[src/rtl/assert_macros.svh]
// Assertion helpers used by the top-level allocator.
`ifndef ASSERT_MACROS_SVH
`define ASSERT_MACROS_SVH

// Same-cycle implication, checked outside reset.
`define SFLA_ASSERT_NOW(lbl, ante, cons, msg) \
  lbl: assert property (@(posedge clk) disable iff (rst) (ante) |-> (cons)) else $error(msg);

// Next-cycle implication, checked outside reset.
`define SFLA_ASSERT_NEXT(lbl, ante, cons, msg) \
  lbl: assert property (@(posedge clk) disable iff (rst) (ante) |=> (cons)) else $error(msg);

`endif

[src/rtl/sfla_pkg.sv]
package sfla_pkg;

  localparam int SIZE_W = 16;
  localparam int ADDR_W = 16;
  localparam int STAT_W = 2;

  localparam logic [STAT_W-1:0] STAT_DONE = 2'd0;
  localparam logic [STAT_W-1:0] STAT_PASS = 2'd1;
  localparam logic [STAT_W-1:0] STAT_OOM  = 2'd2;

  // Link memory: one 16-bit word per 8-byte granule.
  localparam int LINK_DEPTH = 8192;
  localparam int LINK_AW    = 13;

  // Controller states, also the operation the datapath carries out.
  localparam int ST_W = 3;
  localparam logic [ST_W-1:0] ST_IDLE  = 3'd0;
  localparam logic [ST_W-1:0] ST_DEC   = 3'd1;
  localparam logic [ST_W-1:0] ST_HITRD = 3'd2;
  localparam logic [ST_W-1:0] ST_CARVE = 3'd3;
  localparam logic [ST_W-1:0] ST_HEAP  = 3'd4;
  localparam logic [ST_W-1:0] ST_THR1  = 3'd5;
  localparam logic [ST_W-1:0] ST_THR   = 3'd6;
  localparam logic [ST_W-1:0] ST_OUT   = 3'd7;

  typedef struct packed {
    logic [ST_W-1:0] op;
    logic            accept;
  } sfla_cmd_t;

  typedef struct packed {
    logic oversize;
    logic is_free;
    logic head_zero;
    logic fit_one;
    logic heap_ok;
    logic more;
    logic out_free;
  } sfla_stat_t;

endpackage

[src/rtl/sfla_ctrl.sv]
module sfla_ctrl (
  input  logic                clk,
  input  logic                rst,
  input  logic                in_valid,
  output logic                in_ready,
  input  sfla_pkg::sfla_stat_t st,
  output sfla_pkg::sfla_cmd_t  cmd
);

  logic [sfla_pkg::ST_W-1:0] state;
  logic [sfla_pkg::ST_W-1:0] state_next;

  assign in_ready   = (state == sfla_pkg::ST_IDLE);
  assign cmd.op     = state;
  assign cmd.accept = in_valid && in_ready;

  always_comb begin
    state_next = state;
    unique case (state)
      sfla_pkg::ST_IDLE: begin
        if (cmd.accept) state_next = sfla_pkg::ST_DEC;
      end
      sfla_pkg::ST_DEC: begin
        if (st.oversize || st.is_free) state_next = sfla_pkg::ST_OUT;
        else if (!st.head_zero)        state_next = sfla_pkg::ST_HITRD;
        else                           state_next = sfla_pkg::ST_CARVE;
      end
      sfla_pkg::ST_HITRD: state_next = sfla_pkg::ST_OUT;
      sfla_pkg::ST_CARVE: begin
        state_next = st.fit_one ? sfla_pkg::ST_THR1 : sfla_pkg::ST_HEAP;
      end
      sfla_pkg::ST_HEAP: begin
        state_next = st.heap_ok ? sfla_pkg::ST_THR1 : sfla_pkg::ST_OUT;
      end
      sfla_pkg::ST_THR1, sfla_pkg::ST_THR: begin
        state_next = st.more ? sfla_pkg::ST_THR : sfla_pkg::ST_OUT;
      end
      sfla_pkg::ST_OUT: begin
        if (st.out_free) state_next = sfla_pkg::ST_IDLE;
      end
      default: state_next = sfla_pkg::ST_IDLE;
    endcase
  end

  always_ff @(posedge clk) begin
    if (rst) begin
      state <= sfla_pkg::ST_IDLE;
    end else begin
      state <= state_next;
    end
  end

endmodule

[config.mk]
export PLATFORM = sky130hd
export DESIGN_NAME = sfla_ctrl
export DESIGN_NICKNAME = d
export VERILOG_FILES = /design/src/rtl/assert_macros.svh /design/src/rtl/sfla_pkg.sv /design/src/rtl/sfla_ctrl.sv
export SDC_FILE = /design/constraint.sdc
export NUM_CORES = 1
export LEC_CHECK = 0
export ABC_CLOCK_PERIOD_IN_PS = 1550
export BUFFER_PORTS_ARGS = -buffer_cell sky130_fd_sc_hd__buf_2
export CAP_MARGIN = 5
export CELL_PAD_IN_SITES_DETAIL_PLACEMENT = 0
export CELL_PAD_IN_SITES_GLOBAL_PLACEMENT = 1
export CORE_AREA = 2 2 39 41
export DETAILED_ROUTE_END_ITERATION = 10
export DIE_AREA = 0 0 41 43
export GPL_ROUTABILITY_DRIVEN = 1
export PLACE_DENSITY_LB_ADDON = 0.1
export SETUP_SLACK_MARGIN = 0.05
export SLEW_MARGIN = 20
export SYNTH_ARGS = -nofsm -noshare
export SYNTH_HDL_FRONTEND = slang
export SYNTH_SLANG_ARGS = --single-unit
[constraint.sdc]
create_clock -name clk -period 1.55 [get_ports clk]
set_clock_uncertainty 0.05 [all_clocks]
set_input_delay 0 -clock clk [delete_from_list [all_inputs] [get_ports clk]]
set_output_delay 0 -clock clk [all_outputs]
set_load 0.02 [all_outputs]
-- Word-level counts from Yosys, hierarchy flattened
Cells that the tools add are included.
- reduce and logical (&&, ||, !) cells: 5
- add/sub/neg operators: 0
- div/mod/pow operators: 0
- $mul: 0
- eq/ne operators: 9
- magnitude comparators: 0
- bitwise logic cells: 0
- muxes and demuxes: 8
- shifts and indexed selects: 0
- operators by type and width (operator ; count):
    one-hot mux 3 bit (7 select lines) ; 1
    == test 3 bit (second input constant) ; 4
    two-way mux 3 bit ; 3
    == test 3 x 2 -> 1 bit (second input constant) ; 2
    == test 3 x 1 -> 1 bit (second input constant) ; 1
    zero test 3 bit ; 1
    two-way mux 1 bit ; 3
    two-way mux 2 bit ; 1
    inequality test 2 x 1 -> 1 bit (second input constant) ; 1
    inequality test 2 bit (second input constant) ; 1
    AND reduction 2 bit ; 1
    OR reduction 2 bit ; 1
    logical AND 1 bit ; 1
    logical OR 1 bit ; 1
- memories: 0
- bits in latches: 0
- output and inout bits: 5
- flip-flop bits (word level): 3
- input port bits: 10
- memory bits (read-only): 0
- word-level logic and storage cells: 23
- RAM bits: 0

-- Depth between registers and ports, before layout
Gate-level depths: netlist of run 1.
- depth after elaboration: 4
- gate-level depth with buffers: 4
- gate-level depth less buffers: 3

-- Worst setup path before layout of run 1
Ideal clock, no wire load.
- kind: reg2reg
- start: register state[1] (netlist name)
- end: register state[0] (netlist name)
- path buffers: 1
- data arrival time: 1.194 ns
- cell stages (with the launch flop): 5
- required time: 1.377 ns
- library setup time: 0.123 ns
- setup slack: 0.183 ns
- path through: dfxtp_1 buf_4 nor3_2 a21o_1 a211oi_2
- longest elaborated chain between the ends: 4
- elaborated cells between the ends (all ways): 14
- RTL lines (item ; line ; text):
    start, declared ; sfla_ctrl.sv:10 ; logic [sfla_pkg::ST_W-1:0] state;
    start signal, assigned ; sfla_ctrl.sv:47 ; state <= sfla_pkg::ST_IDLE;
    start signal, assigned ; sfla_ctrl.sv:49 ; state <= state_next;
    zero test 3 bit * ; sfla_ctrl.sv:13 ; assign in_ready = (state == sfla_pkg::ST_IDLE);
    via in_ready ; sfla_ctrl.sv:5 ; output logic in_ready,
    logical AND 1 bit ; sfla_ctrl.sv:15 ; assign cmd.accept = in_valid && in_ready;
    inequality test 2 x 1 -> 1 bit (no line) ; n/a ;
    AND reduction 2 bit (no line) ; n/a ;
Mark *: on every way through the listed nets, which the timed path passes. The rest lies on a longest branch.
A chain may end at the register's enable or synchronous reset.

==> results.py, run 1 <==
metrics = {
    "cts": {
        "cts_sinks": 3,
        "clockBufferDepth": 2,
        "cts_tree": "yes",
        "clk-insertion-delay-late_ns": 0.24,
        "post-cts-setup-buffer-count": 0,
        "cts_made_buffers": 3,
        "clk_transition_reported_paths_ns": 0.04,
        "clock_tree.htree_level_count": 1,
        "clockRootBuffer": "sky130_fd_sc_hd__clkbuf_4",
    },
    "logic_synthesis": {
        "synth_seq_cells": 3,
        "synth_most_common_cell": "sky130_fd_sc_hd__dfxtp_1",
        "syn_inst": 25,
        "synth_cell_type_count": 20,
        "synth_top_cell_by_area": "sky130_fd_sc_hd__dfxtp_1",
        "synth_sequential_area_ratio_pct": 27.4,
        "post_synth_edffs": 0,
        "syn_nets": 35,
        "synthesis.area_um2": 219,
        "synthesis.area_per_instance_um2": 8.76,
        "synth-async-reset-ratio_pct": 0,
        "post_synth_top_flop": "sky130_fd_sc_hd__dfxtp_1",
        "synth.top_cells.by_area": "sky130_fd_sc_hd__dfxtp_1 (27%), sky130_fd_sc_hd__a311oi_2 (6.9%), sky130_fd_sc_hd__buf_4 (6.9%), sky130_fd_sc_hd__a211oi_2 (5.7%), sky130_fd_sc_hd__nand2b_1 (5.7%)",
        "ys_warns": 0,
        "synth.top_cell.area_share_pct": 27.4,
        "synth_commonest_cells": "sky130_fd_sc_hd__dfxtp_1 (3), sky130_fd_sc_hd__buf_4 (2), sky130_fd_sc_hd__nand2_1 (2), sky130_fd_sc_hd__nand2b_1 (2)",
    },
    "floorplan": {
        "fp.dieW_um": 41,
        "initial_core_util_pct": 15.8,
        "core.rowCount": 14,
        "design.core.area_um2": 1380,
        "floorplan.die.height_um": 43,
        "top_level_ports": 15,
        "die_area_um2": 1760,
    },
    "sta": {
        "postLayoutSetupSlackWorst_ns": 0.305,
        "report.final.slew_viol_count": 0,
        "post-route-period-util_pct": 80.3,
        "rsz_0062_raised_after_global_routing": "no",
        "totalNegativeSetupSlack_ns": 0,
        "finalSetupViolCount": 0,
        "worst_pin_slew_ns": 0.333,
        "timing.hold.ws_ns": 0.0407,
        "final_worst_path_period_need_ns": 1.24,
        "finalHoldViolCount": 0,
        "maxClockFrequency_mhz": 803,
        "worst_slew_margin_rel_pct": 77.8,
    },
    "placed_design": {
        "gp_congestion": 0.686,
        "place_ws_ns": 0.352,
        "place.port_buffers": 14,
    },
    "grt": {
        "grt_first_pass_wirelength_mm": 1.01,
        "grt_pass1_vias": 249,
        "grt_max_degree": 10,
        "grt_overflow_total": 0,
        "grtUsageTotal_pct": 9.23,
        "grt_antenna_before_repair": 0,
    },
    "layout": {
        "number_of_flip_flops_in_the_largest_register": 3,
        "num-fill-cells": 176,
        "area_grow_syn2layout_pct": 50.9,
        "top_regs": "state: 3 flops",
        "share_of_layout_cells_above_drive_strength_1_pct": 47.6,
        "sequential_cell_area_um2": 60.1,
        "multiInputGateArea_um2": 140,
        "registers.top_by_ff_count": "state",
        "diodes": 0,
        "layout.nets": 53,
    },
    "drt": {
        "drt-wirelength-per-cell_um": 10.3,
        "first_pass_iters": 2,
        "totalWireLength_um": 599,
        "route.vias.total": 250,
        "drc": 0,
        "1st_iter_drt_viols": 1,
        "ant_nets": 0,
        "vias_per_cell": 4.31,
    },
    "worst_hold_path": {
        "worst_hold_path_type": "in -> reg",
    },
    "power_and_ir_drop": {
        "leakagePower_uw": 0.000152,
        "worst_vdd_drop_v": 0.000316,
        "power_density_nw_per_um2": 1220,
    },
    "worst_setup_path": {
        "timing.setup.critical_path_class": "reg -> out",
        "crit_path_end_kind": "primary output",
        "path_max_fanout": 9,
        "worst_setup_path_start_kind": "flop",
        "critical_path_required_ns": 1.50,
        "worst_ep_arrival_time_ns": 1.19,
    },
    "run": {
        "max_cap_viol_count": 0,
    },
    "run_status": {
        "status": "finished, final reports clean",
    },
}
-- power breakdown --
group	switching (uW)	internal, uW
Sequential	36.4	92.0
Combinational	71.0	61.1
Clock	44.2	96.7
Total	152	250
-- layer usage --
metal | global-route usage (%) | wire [um]
met1 | 10.9 | 257
met2 | 11.6 | 287
met3 | 4.71 | 54
met4 | 8.00 | 0
met5 | 0 | 0
-- cell families after synthesis --
kind of cell	count (synthesis)	share of synthesized area, %
simple gates	10	27.4
flops	3	27.4
mux	1	4.57
compound gates	8	32.0
buf+inv	3	8.57
-- area by class of cell --
cell class | count | area share, %
Clock buffer | 4 | 7.95
Inverter | 1 | 1.14
Multi-Input combinational cell | 19 | 42.4
Sequential cell | 3 | 18.2
Tap cell | 16 | 6.06
Timing Repair Buffer | 15 | 24.2
-- final timing paths --
check	from	endpoint	slack, ns	cells past startpoint
min	st[6]	state[2]$_SDFFE_PP0P_	0.04	3
max reg2reg	state[0]$_SDFFE_PP0P_	state[0]$_SDFFE_PP0P_	0.36	3
max	state[1]$_SDFFE_PP0P_	cmd[0]	0.31	3
min reg2reg	state[0]$_SDFFE_PP0P_	state[2]$_SDFFE_PP0P_	0.58	2
-- critical path: stages (launching register included) --
cell and delay (ns):
sky130_fd_sc_hd__dfxtp_1 0.40, sky130_fd_sc_hd__nor3_2 0.26, sky130_fd_sc_hd__and2_1 0.15, sky130_fd_sc_hd__buf_2 0.15
-- placed cells by master, fill, tap and decap left out, types with 2 or more instances in the layout --
cell type | netlist | layout
sky130_fd_sc_hd__nand2_1 | 2 | 2
sky130_fd_sc_hd__nand2b_1 | 2 | 2
sky130_fd_sc_hd__dfxtp_1 | 3 | 3
sky130_fd_sc_hd__buf_2 | 0 | 14
sky130_fd_sc_hd__clkbuf_4 | 0 | 3
-- what timing repair did --
| item | CTS | global route |
|---|---|---|
| hold buffers | 1 | 0 |
| endpoints found under the setup margin | 0 | 0 |
| endpoints found under the hold margin | 1 | 0 |
| gates resized for setup | 0 | 0 |
-- per-stage QoR --
stage | area [um2] | total power [uW] | cells | util, %
4_1_cts | 330 | 413 | 58 | 23.9
3_3_place_gp | 294 | 264 | 53 | 21.2
6_report | 330 | 401 | 58 | 23.9
2_1_floorplan | 219 | 224 | 25 | -
5_1_grt | 330 | 439 | 58 | 23.9
3_5_place_dp | 294 | 264 | 53 | 21.2
Power figures use the tool's default switching activity.
==> run 2: changes to the inputs <==
Settings changed: ABC_CLOCK_PERIOD_IN_PS 1550 to 1100.
Clock period 1.55 ns to 1.1 ns, I/O delays scaled along.
==> results.py, run 2 (synthesis results as in run 1) <==
metrics = {
    "run_status": {
        "status": "finished, final reports clean",
    },
    "drt": {
        "drc": 0,
        "ant_nets": 0,
        "first_pass_iters": 2,
        "1st_iter_drt_viols": 1,
        "totalWireLength_um": 673,
        "vias_per_cell": 4.11,
        "drt-wirelength-per-cell_um": 11.0,
        "route.vias.total": 251,
    },
    "cts": {
        "cts_tree": "yes",
        "cts_sinks": 3,
        "clockRootBuffer": "sky130_fd_sc_hd__clkbuf_4",
        "cts_made_buffers": 3,
        "clock_tree.htree_level_count": 1,
        "clk-insertion-delay-late_ns": 0.23,
        "clockBufferDepth": 2,
        "clk_transition_reported_paths_ns": 0.04,
    },
    "sta": {
        "finalHoldViolCount": 0,
        "worst_pin_slew_ns": 0.266,
        "report.final.slew_viol_count": 0,
        "finalSetupViolCount": 0,
        "maxClockFrequency_mhz": 914,
        "totalNegativeSetupSlack_ns": 0,
        "postLayoutSetupSlackWorst_ns": 0.00571,
        "final_worst_path_period_need_ns": 1.09,
        "post-route-period-util_pct": 99.5,
        "timing.hold.ws_ns": 0.0441,
        "worst_slew_margin_rel_pct": 82.0,
        "rsz_0062_raised_after_global_routing": "yes",
    },
    "layout": {
        "registers.top_by_ff_count": "state",
        "fin_cells": 61,
        "final_common_cell": "sky130_fd_sc_hd__buf_2",
        "num-fill-cells": 167,
        "layout.nets": 56,
        "top_regs": "state: 3 flops",
        "number_of_flip_flops_in_the_largest_register": 3,
        "share_of_layout_cells_above_drive_strength_1_pct": 64.4,
        "commonest_cells_after_routing_fill_and_taps_aside": "sky130_fd_sc_hd__buf_2 (13), sky130_fd_sc_hd__clkbuf_4 (3), sky130_fd_sc_hd__buf_4 (3), sky130_fd_sc_hd__dfxtp_4 (3)",
        "diodes": 0,
        "area_grow_syn2layout_pct": 77.1,
    },
    "grt": {
        "grtUsageTotal_pct": 8.02,
        "grt_overflow_total": 0,
        "grt_first_pass_wirelength_um": 959,
        "grt_antenna_before_repair": 0,
        "grt_pass1_vias": 240,
        "grt_max_degree": 9,
    },
    "worst_setup_path": {
        "path_max_fanout": 3,
        "regToRegStartpoint": "state[2]$_SDFFE_PP0P_",
        "timing.critical_path.slowest_stage_cell": "sky130_fd_sc_hd__dfxtp_4",
        "worst_setup_path_start_kind": "flop",
        "timing.setup.critical_path_class": "reg -> out",
        "critical_path.reg2reg.endpoint": "state[1]$_SDFFE_PP0P_",
        "r2r_slack_ns": 0.04,
        "crit_path_end_kind": "primary output",
        "crit_chain": "nor3_4 > and2_4 > buf_6",
        "worstRegToRegCells": 4,
        "worst_setup_path_endpoint": "cmd[0]",
        "critical_path_required_ns": 1.05,
        "worst_ep_arrival_time_ns": 1.04,
        "critPathLaunch": "state[2]$_SDFFE_PP0P_",
        "crit_path_largest_cell_delay_ns": 0.34,
    },
    "power_and_ir_drop": {
        "p_total_uw": 634,
        "worst_vdd_drop_v": 0.000551,
        "leakagePower_uw": 0.000176,
        "power.share.sequential_pct": 26.4,
        "power_dissipated_by_switching_net_loads_uw": 230,
        "power_density_nw_per_um2": 1630,
        "clockPowerShare_pct": 30.7,
        "internal_power_of_the_cells_uw": 404,
        "combPwrFrac_pct": 42.9,
        "sw_frac_of_total_pct": 36.3,
    },
    "placed_design": {
        "gp_congestion": 0.641,
        "place.port_buffers": 14,
        "place_ws_ns": -0.00486,
        "placed_cells": 54,
        "final_hpwl_from_detailed_placement_um": 486,
    },
    "floorplan": {
        "fp.dieW_um": 41,
        "design.core.area_um2": 1380,
        "die_area_um2": 1760,
        "floorplan.die.height_um": 43,
        "initial_core_util_pct": 15.8,
        "top_level_ports": 15,
        "core.rowCount": 14,
    },
    "worst_hold_path": {
        "worst_hold_path_type": "in -> reg",
    },
    "run": {
        "max_cap_viol_count": 0,
    },
}
## run 2: cell types whose count changed in the layout (fill, tap and decap cells not counted), sizes merged
cell,delta
buf,+3
## run 2: what timing repair did
item / in CTS / in global routing
gates resized for setup: 8 / 1
hold endpoints to repair: 1 / 0
setup buffers: 2 / 0
pin swaps: 1 / 0
hold buffers: 1 / 0
setup endpoints to repair: 3 / 4
## run 2: routing by layer
metal  track usage [%]  vias up  routed length [um]
li1                  -      132                   -
met3              5.24        0                  63
met1              8.97      109                 295
met2              12.2       10                 314
met5                 0        -                   0
met4              2.00        0                   0
## run 2: cell type report
type	instances	area, um2	area share [%]
clock buffer	4	26.3	6.77
tap	16	20.0	5.16
inverter	1	3.75	0.968
timing repair buffer	18	109	28.1
multi-input combinational	19	158	40.6
sequential	3	71.3	18.4
## run 2: how the worst min path moves through the flow
stage	from	to	depth (start not counted)
global route	st[3]	state[0]$_SDFFE_PP0P_	3
detailed placement	rst	state[2]$_SDFFE_PP0P_	3
finish	st[3]	state[0]$_SDFFE_PP0P_	3
global placement	rst	state[2]$_SDFFE_PP0P_	3
CTS	st[3]	state[0]$_SDFFE_PP0P_	3
floorplan	rst	state[2]$_SDFFE_PP0P_	2
## run 2: critical path: cells and delay by family, from the launching register on
kind          cells  cell delay, ns
simple gates      2            0.36
buf+inv           1            0.10
flops             1            0.34
## run 2: stage by stage
| stage | instance area, um2 | util [%] |
|---|---|---|
| floorplan | 236 | - |
| global placement | 312 | 22.5 |
| detailed placement | 312 | 22.5 |
| CTS | 385 | 27.8 |
| global route | 388 | 28.0 |
| finish | 388 | 28.0 |
## run 2: power by group through the flow
stage	logic (uW)	clock network [uW]	registers, uW
floorplan	161	0	181
global placement	207	0	190
detailed placement	206	0	189
CTS	273	202	168
global route	298	214	170
finish	272	194	168
==> run 3: changes to the inputs <==
Settings changed: ABC_CLOCK_PERIOD_IN_PS 1100 to 1300.
Clock period 1.1 ns to 1.3 ns, I/O delays scaled along.
==> results.py, run 3 (synthesis results as in run 1) <==
metrics = {
    "drt": {
        "vias_per_cell": 4.25,
        "wl_met2_um": 298,
        "first_pass_iters": 2,
        "highest_metal_used": "met3",
        "drt-wirelength-per-cell_um": 10.1,
        "wl_met1_um": 251,
        "totalWireLength_um": 617,
        "ant_nets": 0,
        "drc": 0,
        "route.vias.total": 259,
        "wl_met3_um": 67,
        "1st_iter_drt_viols": 3,
    },
    "layout": {
        "area_grow_syn2layout_pct": 65.1,
        "final_design_area_no_fill_um2": 362,
        "commonest_cells_after_routing_fill_and_taps_aside": "sky130_fd_sc_hd__buf_2 (14), sky130_fd_sc_hd__clkbuf_4 (3), sky130_fd_sc_hd__buf_4 (3)",
        "postLayoutCoreUtil_pct": 26.1,
        "num-fill-cells": 169,
        "diodes": 0,
        "layout.nets": 56,
        "multiInputGateArea_um2": 146,
        "number_of_flip_flops_in_the_largest_register": 3,
        "top_regs": "state: 3 flops",
        "share_of_layout_cells_above_drive_strength_1_pct": 55.6,
        "registers.top_by_ff_count": "state",
        "sequential_cell_area_um2": 62.6,
        "final_common_cell": "sky130_fd_sc_hd__buf_2",
    },
    "sta": {
        "worst_pin_slew_ns": 0.265,
        "worst_slew_margin_rel_pct": 82.1,
        "totalNegativeSetupSlack_ns": 0,
        "finalSetupViolCount": 0,
        "finalHoldViolCount": 0,
        "rsz_0062_raised_after_global_routing": "no",
        "report.final.slew_viol_count": 0,
        "post-route-period-util_pct": 89.2,
        "maxClockFrequency_mhz": 862,
        "final_worst_path_period_need_ns": 1.16,
        "postLayoutSetupSlackWorst_ns": 0.141,
    },
    "floorplan": {
        "die_area_um2": 1760,
        "initial_core_util_pct": 15.8,
        "design.core.area_um2": 1380,
        "fp.dieW_um": 41,
        "top_level_ports": 15,
        "core.rowCount": 14,
        "floorplan.die.height_um": 43,
    },
    "worst_setup_path": {
        "timing.setup.critical_path_class": "reg -> out",
        "crit_chain": "buf_4 > nor3_4 > and2_1 > buf_2",
        "crit_path_largest_cell_delay_ns": 0.30,
        "timing.critical_path.slowest_stage_cell": "sky130_fd_sc_hd__dfxtp_1",
        "r2r_slack_ns": 0.21,
        "critical_path.reg2reg.endpoint": "state[0]$_SDFFE_PP0P_",
        "worst_ep_arrival_time_ns": 1.11,
        "crit_path_end_kind": "primary output",
        "regToRegStartpoint": "state[0]$_SDFFE_PP0P_",
        "path_max_fanout": 8,
        "worst_setup_path_start_kind": "flop",
        "critical_path_required_ns": 1.25,
        "worstRegToRegCells": 4,
    },
    "worst_hold_path": {
        "worst_hold_path_type": "in -> reg",
        "worst_hold_path.endpoint": "state[2]$_SDFFE_PP0P_",
        "worstHoldStart": "st[6]",
        "min_delay_path_depth": 3,
    },
    "cts": {
        "clock_tree.htree_level_count": 1,
        "clockRootBuffer": "sky130_fd_sc_hd__clkbuf_4",
        "cts_made_buffers": 3,
        "cts_tree": "yes",
        "clk_transition_reported_paths_ns": 0.04,
        "clockBufferDepth": 2,
        "post-cts-setup-buffer-count": 0,
        "clk-insertion-delay-late_ns": 0.23,
        "cts_sinks": 3,
    },
    "placed_design": {
        "final_hpwl_from_detailed_placement_um": 512,
        "gp_congestion": 0.657,
        "place.port_buffers": 14,
        "detailed_place.area_um2": 323,
        "place_ws_ns": 0.170,
    },
    "grt": {
        "grtUsageTotal_pct": 8.32,
        "grt_overflow_total": 0,
        "grt_pass1_vias": 237,
        "grt_antenna_before_repair": 0,
        "grt_first_pass_wirelength_um": 945,
        "grt_max_degree": 10,
    },
    "run": {
        "max_cap_viol_count": 0,
    },
    "run_status": {
        "status": "finished, final reports clean",
    },
    "power_and_ir_drop": {
        "power_density_nw_per_um2": 1420,
        "leakagePower_uw": 0.000169,
        "worst_vdd_drop_v": 0.000347,
        "p_total_uw": 514,
    },
}
-- run 3: repair_timing --
item	4_1_cts	5_1_grt
hold buffers	1	0
resized for setup	0	2
setup endpoints to repair	0	2
hold endpoints to repair	1	0
-- run 3: final cells by class --
class / instances / area share (%)
Clock buffer: 4 / 7.27
Timing Repair Buffer: 18 / 28.4
Tap cell: 16 / 5.54
Multi-Input combinational cell: 19 / 40.5
Inverter: 1 / 1.04
Sequential cell: 3 / 17.3
-- run 3: worst max-delay path: cells and delay by family (launching register included) --
family | cells | cell delay (ns)
buf+inv | 2 | 0.31
flops | 1 | 0.30
simple gates | 2 | 0.27
-- run 3: worst max-delay path by stage --
stage	from	slack (ns)	cells after the start	endpoint
2_1_floorplan	state[1]$_SDFFE_PP0P_	0.06	4	state[1]$_SDFFE_PP0P_
6_report	state[2]$_SDFFE_PP0P_	0.14	4	cmd[0]
3_5_place_dp	state[0]$_SDFFE_PP0P_	0.17	4	state[0]$_SDFFE_PP0P_
4_1_cts	state[1]$_SDFFE_PP0P_	0.08	3	cmd[0]
5_1_grt	state[2]$_SDFFE_PP0P_	0.06	4	cmd[0]
3_3_place_gp	state[0]$_SDFFE_PP0P_	0.15	4	state[0]$_SDFFE_PP0P_
-- run 3: layer usage --
layer	vias to the layer above	global-route usage [%]
met5	-	0
met1	111	9.29
met3	0	3.14
met4	0	6.00
met2	13	12.2
li1	135	-
-- run 3: per-stage QoR --
step                      hold WS [ns]  std cells
final                           0.0496         61
after floorplan                 0.0999         25
after global routing            0.0692         61
after CTS                       0.0564         61
after detailed placement         0.238         56
after global placement           0.241         56
-- run 3: where the power goes --
| group | switching (uW) | internal [uW] | leakage (uW) |
|---|---|---|---|
| sequential | 28.8 | 112 | 0.0000255 |
| combinational | 109 | 96.8 | 0.000129 |
| clock | 51.7 | 115 | 0.0000150 |
